File: src/design/imr_pkg.sv
// Shared types, constants and helper functions of the inverse-map RGB rotator.
`default_nettype none
package imr_pkg;

	localparam int COORD_W = 6;
	localparam int CHAN_W = 8;
	localparam int PIX_W = 3 * CHAN_W;
	localparam int DIM_W = 7;
	localparam int COEF_W = 8;
	localparam int OFS_W = 8;
	localparam int PROD_W = 16;
	localparam int MAG_W = 13;
	localparam int SHIFT = 20;
	localparam int RECIP_W = SHIFT + 1;
	localparam int QPROD_W = MAG_W + RECIP_W;
	localparam int SUM_W = 16;
	localparam int QUEUE_DEPTH = 4;
	localparam int QPTR_W = 2;
	localparam int PADDR_W = 4;
	localparam int PDATA_W = 32;
	localparam int RECIP_N = 2 ** DIM_W;

	typedef enum logic [1:0] {
		REG_WIDTH  = 2'd0,
		REG_HEIGHT = 2'd1,
		REG_COS    = 2'd2,
		REG_SIN    = 2'd3
	} reg_idx_t;

	typedef struct packed {
		logic                is_render;
		logic                load_ok;
		logic [COORD_W-1:0]  col;
		logic [COORD_W-1:0]  row;
		logic [PIX_W-1:0]    pix;
	} item_t;

	typedef struct packed {
		logic [DIM_W-1:0]         width;
		logic [DIM_W-1:0]         height;
		logic signed [COEF_W-1:0] cos_coef;
		logic signed [COEF_W-1:0] sin_coef;
	} cfg_t;

	// Magnitude of a product; products never exceed 8064 in magnitude.
	function automatic logic [MAG_W-1:0] mag_of(input logic signed [PROD_W-1:0] p);
		logic signed [PROD_W-1:0] a;
		a = p[PROD_W-1] ? -p : p;
		return a[MAG_W-1:0];
	endfunction

	function automatic logic signed [SUM_W-1:0] apply_sign(input logic [MAG_W-1:0] q,
			input logic neg);
		logic signed [SUM_W-1:0] v;
		v = $signed(SUM_W'(q));
		return neg ? -v : v;
	endfunction

endpackage
`default_nettype wire

File: src/design/imr_queue.sv
// Short queue of classified items between the front end and the mapping pipeline.
`default_nettype none
module imr_queue (
	input  wire logic           clk,
	input  wire logic           arst_n,
	input  wire logic           push,
	input  wire imr_pkg::item_t push_item,
	output logic                full,
	input  wire logic           pop,
	output logic                head_valid,
	output imr_pkg::item_t      head_item
);
	import imr_pkg::*;

	item_t              entry_q [QUEUE_DEPTH];
	logic [QPTR_W-1:0]  wr_ptr_q;
	logic [QPTR_W-1:0]  rd_ptr_q;
	logic [QPTR_W:0]    count_q;

	assign full = (count_q == (QPTR_W+1)'(QUEUE_DEPTH));
	assign head_valid = (count_q != '0);
	assign head_item = entry_q[rd_ptr_q];

	always_ff @(posedge clk) begin
		if (push) begin
			entry_q[wr_ptr_q] <= push_item;
		end
	end

	always_ff @(posedge clk or negedge arst_n) begin
		if (!arst_n) begin
			wr_ptr_q <= '0;
			rd_ptr_q <= '0;
			count_q <= '0;
		end else begin
			if (push) begin
				wr_ptr_q <= wr_ptr_q + 1'b1;
			end
			if (pop) begin
				rd_ptr_q <= rd_ptr_q + 1'b1;
			end
			case ({push, pop})
				2'b10:   count_q <= count_q + 1'b1;
				2'b01:   count_q <= count_q - 1'b1;
				default: count_q <= count_q;
			endcase
		end
	end

endmodule
`default_nettype wire

File: config.mk
export PLATFORM = sky130hd
export DESIGN_NAME = imr_queue
export DESIGN_NICKNAME = d
export VERILOG_FILES = /design/src/design/imr_pkg.sv /design/src/design/imr_queue.sv
export SDC_FILE = /design/constraint.sdc
export NUM_CORES = 1
export LEC_CHECK = 0
export ABC_AREA = 1
export BUFFER_PORTS_ARGS = -buffer_cell sky130_fd_sc_hd__clkbuf_2
export CAP_MARGIN = 0
export CORE_MARGIN = 4
export CORE_UTILIZATION = 45
export CTS_CLUSTER_SIZE = 40
export DETAILED_ROUTE_END_ITERATION = 10
export PLACE_DENSITY = 0.64
export REMOVE_ABC_BUFFERS = 1
export SLEW_MARGIN = 10
export SYNTH_ARGS = -nofsm -noshare
export SYNTH_HDL_FRONTEND = slang
export SYNTH_SLANG_ARGS = --single-unit
File: constraint.sdc
create_clock -name clk -period 2.41 [get_ports clk]
set_clock_uncertainty 0.1 [all_clocks]
set_input_delay 0.1205 -clock clk [delete_from_list [all_inputs] [get_ports clk]]
set_output_delay 0.1205 -clock clk [all_outputs]
set_load 0.01 [all_outputs]
==> Word level (Yosys, flattened, before mapping) <==
Memory sizes are Yosys's and may differ from the RTL's.
Cells that the tools add are included.
{ "totals": {"word_cells": 16, "register_bits": 7, "memories": 1, "ram_bits": 152, "input_bits": 42, "out_inout_bits": 40} }
{ "memory_table": {"columns": ["memory", "depth", "width", "rd", "rd_clocked_by_memory_dff", "wr", "line_no", "source"], "rows": [
  ["entry_q", 4, 38, 1, 0, 1, "imr_queue.sv:15", "item_t entry_q [QUEUE_DEPTH];"]
]} }
{ "op_classes": {"mux": 3, "n_eq_ne": 3, "reduce_logical": 2, "n_addsub": 4} }
{ "op_table": {"columns": ["cell", "n"], "rows": [
  ["$pmux 3 s2", 1],
  ["$add 2x1->2 const B", 2],
  ["$add 3x1->3 const B", 1],
  ["$eq 3x3->1 const B", 1],
  ["$reduce_bool 3->1", 1],
  ["$sub 3x1->3 const B", 1],
  ["$eq 2x1->1 const B", 1],
  ["$eq 2x2->1 const B", 1],
  ["$mux 1", 2],
  ["$reduce_bool 2->1", 1]
]} }

==> Longest topological paths before layout <==
{ "logic_depth": {"word_depth": 2, "depth_mapped": 9, "mapped_depth_nobuf": 8} }

==> Least setup slack after synthesis <==
No wires, ideal clock.
{ "synth_timing": {"path_type": "flip-flop to flip-flop", "from": "reg wr_ptr_q[0]", "to": "mem entry_q[0][0] in the netlist's numbering, enable pin", "path_buffers": 0, "required_ps": 1917, "arrival_time_ps": 1423, "synth_period_minus_slack_ps": 1915, "stages_incl_launch_ff": 5, "setup_slack_ps": 495, "setup_time_ps": 393, "cell_sequence": "dfrtp_1 inv_1 ha_1 nand2_1 inv_1"} }
{ "synth_lines": {"columns": ["item", "line_no", "source"], "rows": [
  ["from (decl)", "imr_queue.sv:16", "logic [QPTR_W-1:0] wr_ptr_q;"],
  ["from (signal assigned)", "imr_queue.sv:37", "wr_ptr_q <= wr_ptr_q + 1'b1;"],
  ["to (decl)", "imr_queue.sv:15", null]
]} }
No word-level cell before the write port.

==> results.toml <==
[timing]
hold_viol_final = 0
max_freq_ghz = 0.455
fin_crit_ps = 2200
fin_crit_sh_pct = 91.3
setup_violations = 0
relSlewSlack_pct = 66.9
rsz0062_at_grt = "no"
setup-tns-final_ps = 0
holdWs_ps = 358
finalMaxSlewViolations = 0
tightest_slew_ps = 495

[global_route]
grt_max_degree = 44
grt.total_usage_pct = 15.7
grt_pass1_vias = 4049
antenna_found_initial = 0
grt_pass1_wl_mm = 20.2
overflow = 0

[drt]
ant_nets = 0
drc = 0
wl_mm = 12.4
num_vias = 4116
dr.pass1.iters = 4
drt_iter0_markers = 239
vias_per_cell = 4.61
wl_per_cell_microns = 13.9

[floorplan]
fp.dieArea_sq_um = 16900
rows = 44
die_h_microns = 130
initial_core_util_pct = 46.1
die_w_microns = 130
io_pins = 82
core_area_sq_um = 14500

[synthesis]
seq_area_frac_synth_pct = 70.8
ys_ff_latch = 159
syn_avg_cell_area_sq_um = 11.8
syn-instance-count = 567
ys_types = 20
synth.cell_area_sq_um = 6690
yosysWarnings = 0

[place]
dpl.hpwl_mm = 7.81
place.port_buffers = 81
gp_congestion = 0.739
place_area_sq_um = 7310

[finish]
fin_util_pct = 57.3
drive_above_1_share_pct = 21.7
nets = 744
multi_input_area_sq_um = 1440
stdcell_area_sq_um = 8330
fillers = 1234
antennaDiodeCount = 0
syn_to_final_growth_pct = 24.4
seq_area_sq_um = 4740

[critical_path]
path_common_cell = "nand2_1"
cp.arrival_ps = 1980
critical_path.top_delay_family = "flip-flops"
worstPathMaxFanout = 42
crit_start = "rd_ptr_q[0]$_DFFE_PN0P_"
worst_path_max_delay_cell = "dfrtp_4"
cp-end-kind = "primary output"
worstPathCellList = "buf_4 > nand2_1 > o21ai_0 > nand2_1 > nand2_1 > clkbuf_2"
regToRegStartpoint = "wr_ptr_q[0]$_DFFE_PN0P_"
reg2reg_slack_ps = 670
timing.rr.end = "entry_q[0][26]$_DFFE_PP_"
path_buf_inv = 2
critPathLaunchType = "register"
r2r_cells = 5
required_ps = 2190
slowest_delay_ps = 730
path_class = "register to primary output"

[hold_path]
worstHoldPathCells = 2
min_to = "entry_q[2][14]$_DFFE_PP_"
hold_start = "push_item[14]"
hold_class = "primary input to register"

[power]
pwr-share-comb_pct = 33.9
clkPwrFrac_pct = 26.8
p_int_mw = 6.49
p_leak_nw = 3.57
power-per-cell-area_nw_per_um2 = 1190
p_sw_mw = 3.42
swShare_pct = 34.5
pwr-share-seq_pct = 39.4
max-vdd-ir-drop_uv = 545

[clock_network]
cts-root-buf = "clkbuf_16"
clk_latency_ps = 410
cts_tree = "yes"
clockBufferDepth = 2
cts.sinks = 159
numCtsBuffers = 17
h-tree-depth = 4
postCtsSetupRepairBufs = 0
clk_pin_slew_ps = 60

[outcome]
status = "complete, no violations"

[job]
maxCapViolCount = 0
-- placed cells by master, fill, tap and decap left out, types with 5 or more instances in the layout --
| master | instances |
|---|---|
| clkbuf_16 | 17 |
| o211ai_1 | 16 |
| dlygate4sd3_1 | 42 |
| dfrtp_1 | 6 |
| clkinv_2 | 5 |
| nor2_1 | 75 |
| edfxtp_1 | 152 |
| buf_4 | 8 |
| ha_1 | 5 |
| nand2_1 | 166 |
| inv_2 | 5 |
| clkinvlp_4 | 5 |
| o211ai_2 | 22 |
| clkbuf_2 | 81 |
| buf_12 | 5 |
| inv_1 | 83 |
-- cell type report --
type,count,share of cell area [%]
inverters,88,3.97
multi-input cells,294,17.3
clock buffers,17,5.11
flip-flops and latches,159,56.9
repair buffers,136,11.8
well taps,184,2.76
clock inverters,15,2.04
-- worst max-delay path by stage --
stage	to	cells past startpoint
6_report	head_item[37]	6
5_1_grt	head_item[20]	6
4_1_cts	head_item[34]	6
3_5_place_dp	head_item[34]	6
3_3_place_gp	head_item[6]	6
2_1_floorplan	head_item[37]	3
-- cell usage after synthesis --
cell	number	area (sq um)
nand2_1	166	623
buf_6	7	78.8
xor2_1	3	26.3
fa_1	1	20.0
nand4_1	1	6.26
nor2_1	75	282
buf_2	12	60.1
nand3_1	1	5.00
dfrtp_1	7	175
o211ai_2	22	275
xnor2_1	1	8.76
buf_4	4	30.0
ha_1	5	62.6
o211ai_1	16	120
nor3_1	1	5.00
clkbuf_1	3	11.3
inv_1	87	327
inv_2	1	3.75
edfxtp_1	152	4560
o21ai_0	2	10.0
-- sequential cells by signal, summed over array words and instances, names as in the netlist --
name / count
entry_q: 152
rd_ptr_q: 2
count_q: 3
wr_ptr_q: 2
-- timing repair --
action                     CTS  global route
hold buffers                42             0
setup endpoints to repair    0             0
hold endpoints to repair   163             0
resized for setup            0             0
-- power by group through the flow --
| stage | Sequential [mW] | Combinational, mW | Clock, mW |
|---|---|---|---|
| after floorplan | 4.06 | 1.85 | 0 |
| after global placement | 3.94 | 3.28 | 0 |
| after detailed placement | 3.97 | 3.37 | 0 |
| after CTS | 3.91 | 3.43 | 2.71 |
| after global routing | 3.96 | 3.79 | 2.85 |
| final | 3.90 | 3.36 | 2.65 |
-- logic make-up after synthesis --
logic type	after synthesis	share of synthesized area (%)
XOR/XNOR	4	0.523
AND/OR/NAND/NOR	244	13.8
AO/OA/AOI/OAI	40	6.06
buffers and inverters	114	7.63
adder cells (fa/ha/maj)	6	1.23
flip-flops	159	70.8
-- stage by stage --
| step | power [mW] | instances | setup slack (ps) |
|---|---|---|---|
| 2_1_floorplan | 5.92 | 541 | -1220 |
| 3_3_place_gp | 7.22 | 819 | 659 |
| 3_5_place_dp | 7.33 | 819 | 626 |
| 4_1_cts | 10.1 | 893 | 172 |
| 5_1_grt | 10.6 | 893 | 36.7 |
| 6_report | 9.91 | 893 | 210 |
-- layer usage --
| layer | wire [microns] | global-route usage (%) |
|---|---|---|
| met3 | 522 | 4.22 |
| met5 | 0 | 0 |
| met2 | 6000 | 25.5 |
| met4 | 236 | 6.48 |
| met1 | 5670 | 20.1 |
Note: power is estimated with default switching activity, not from simulation.
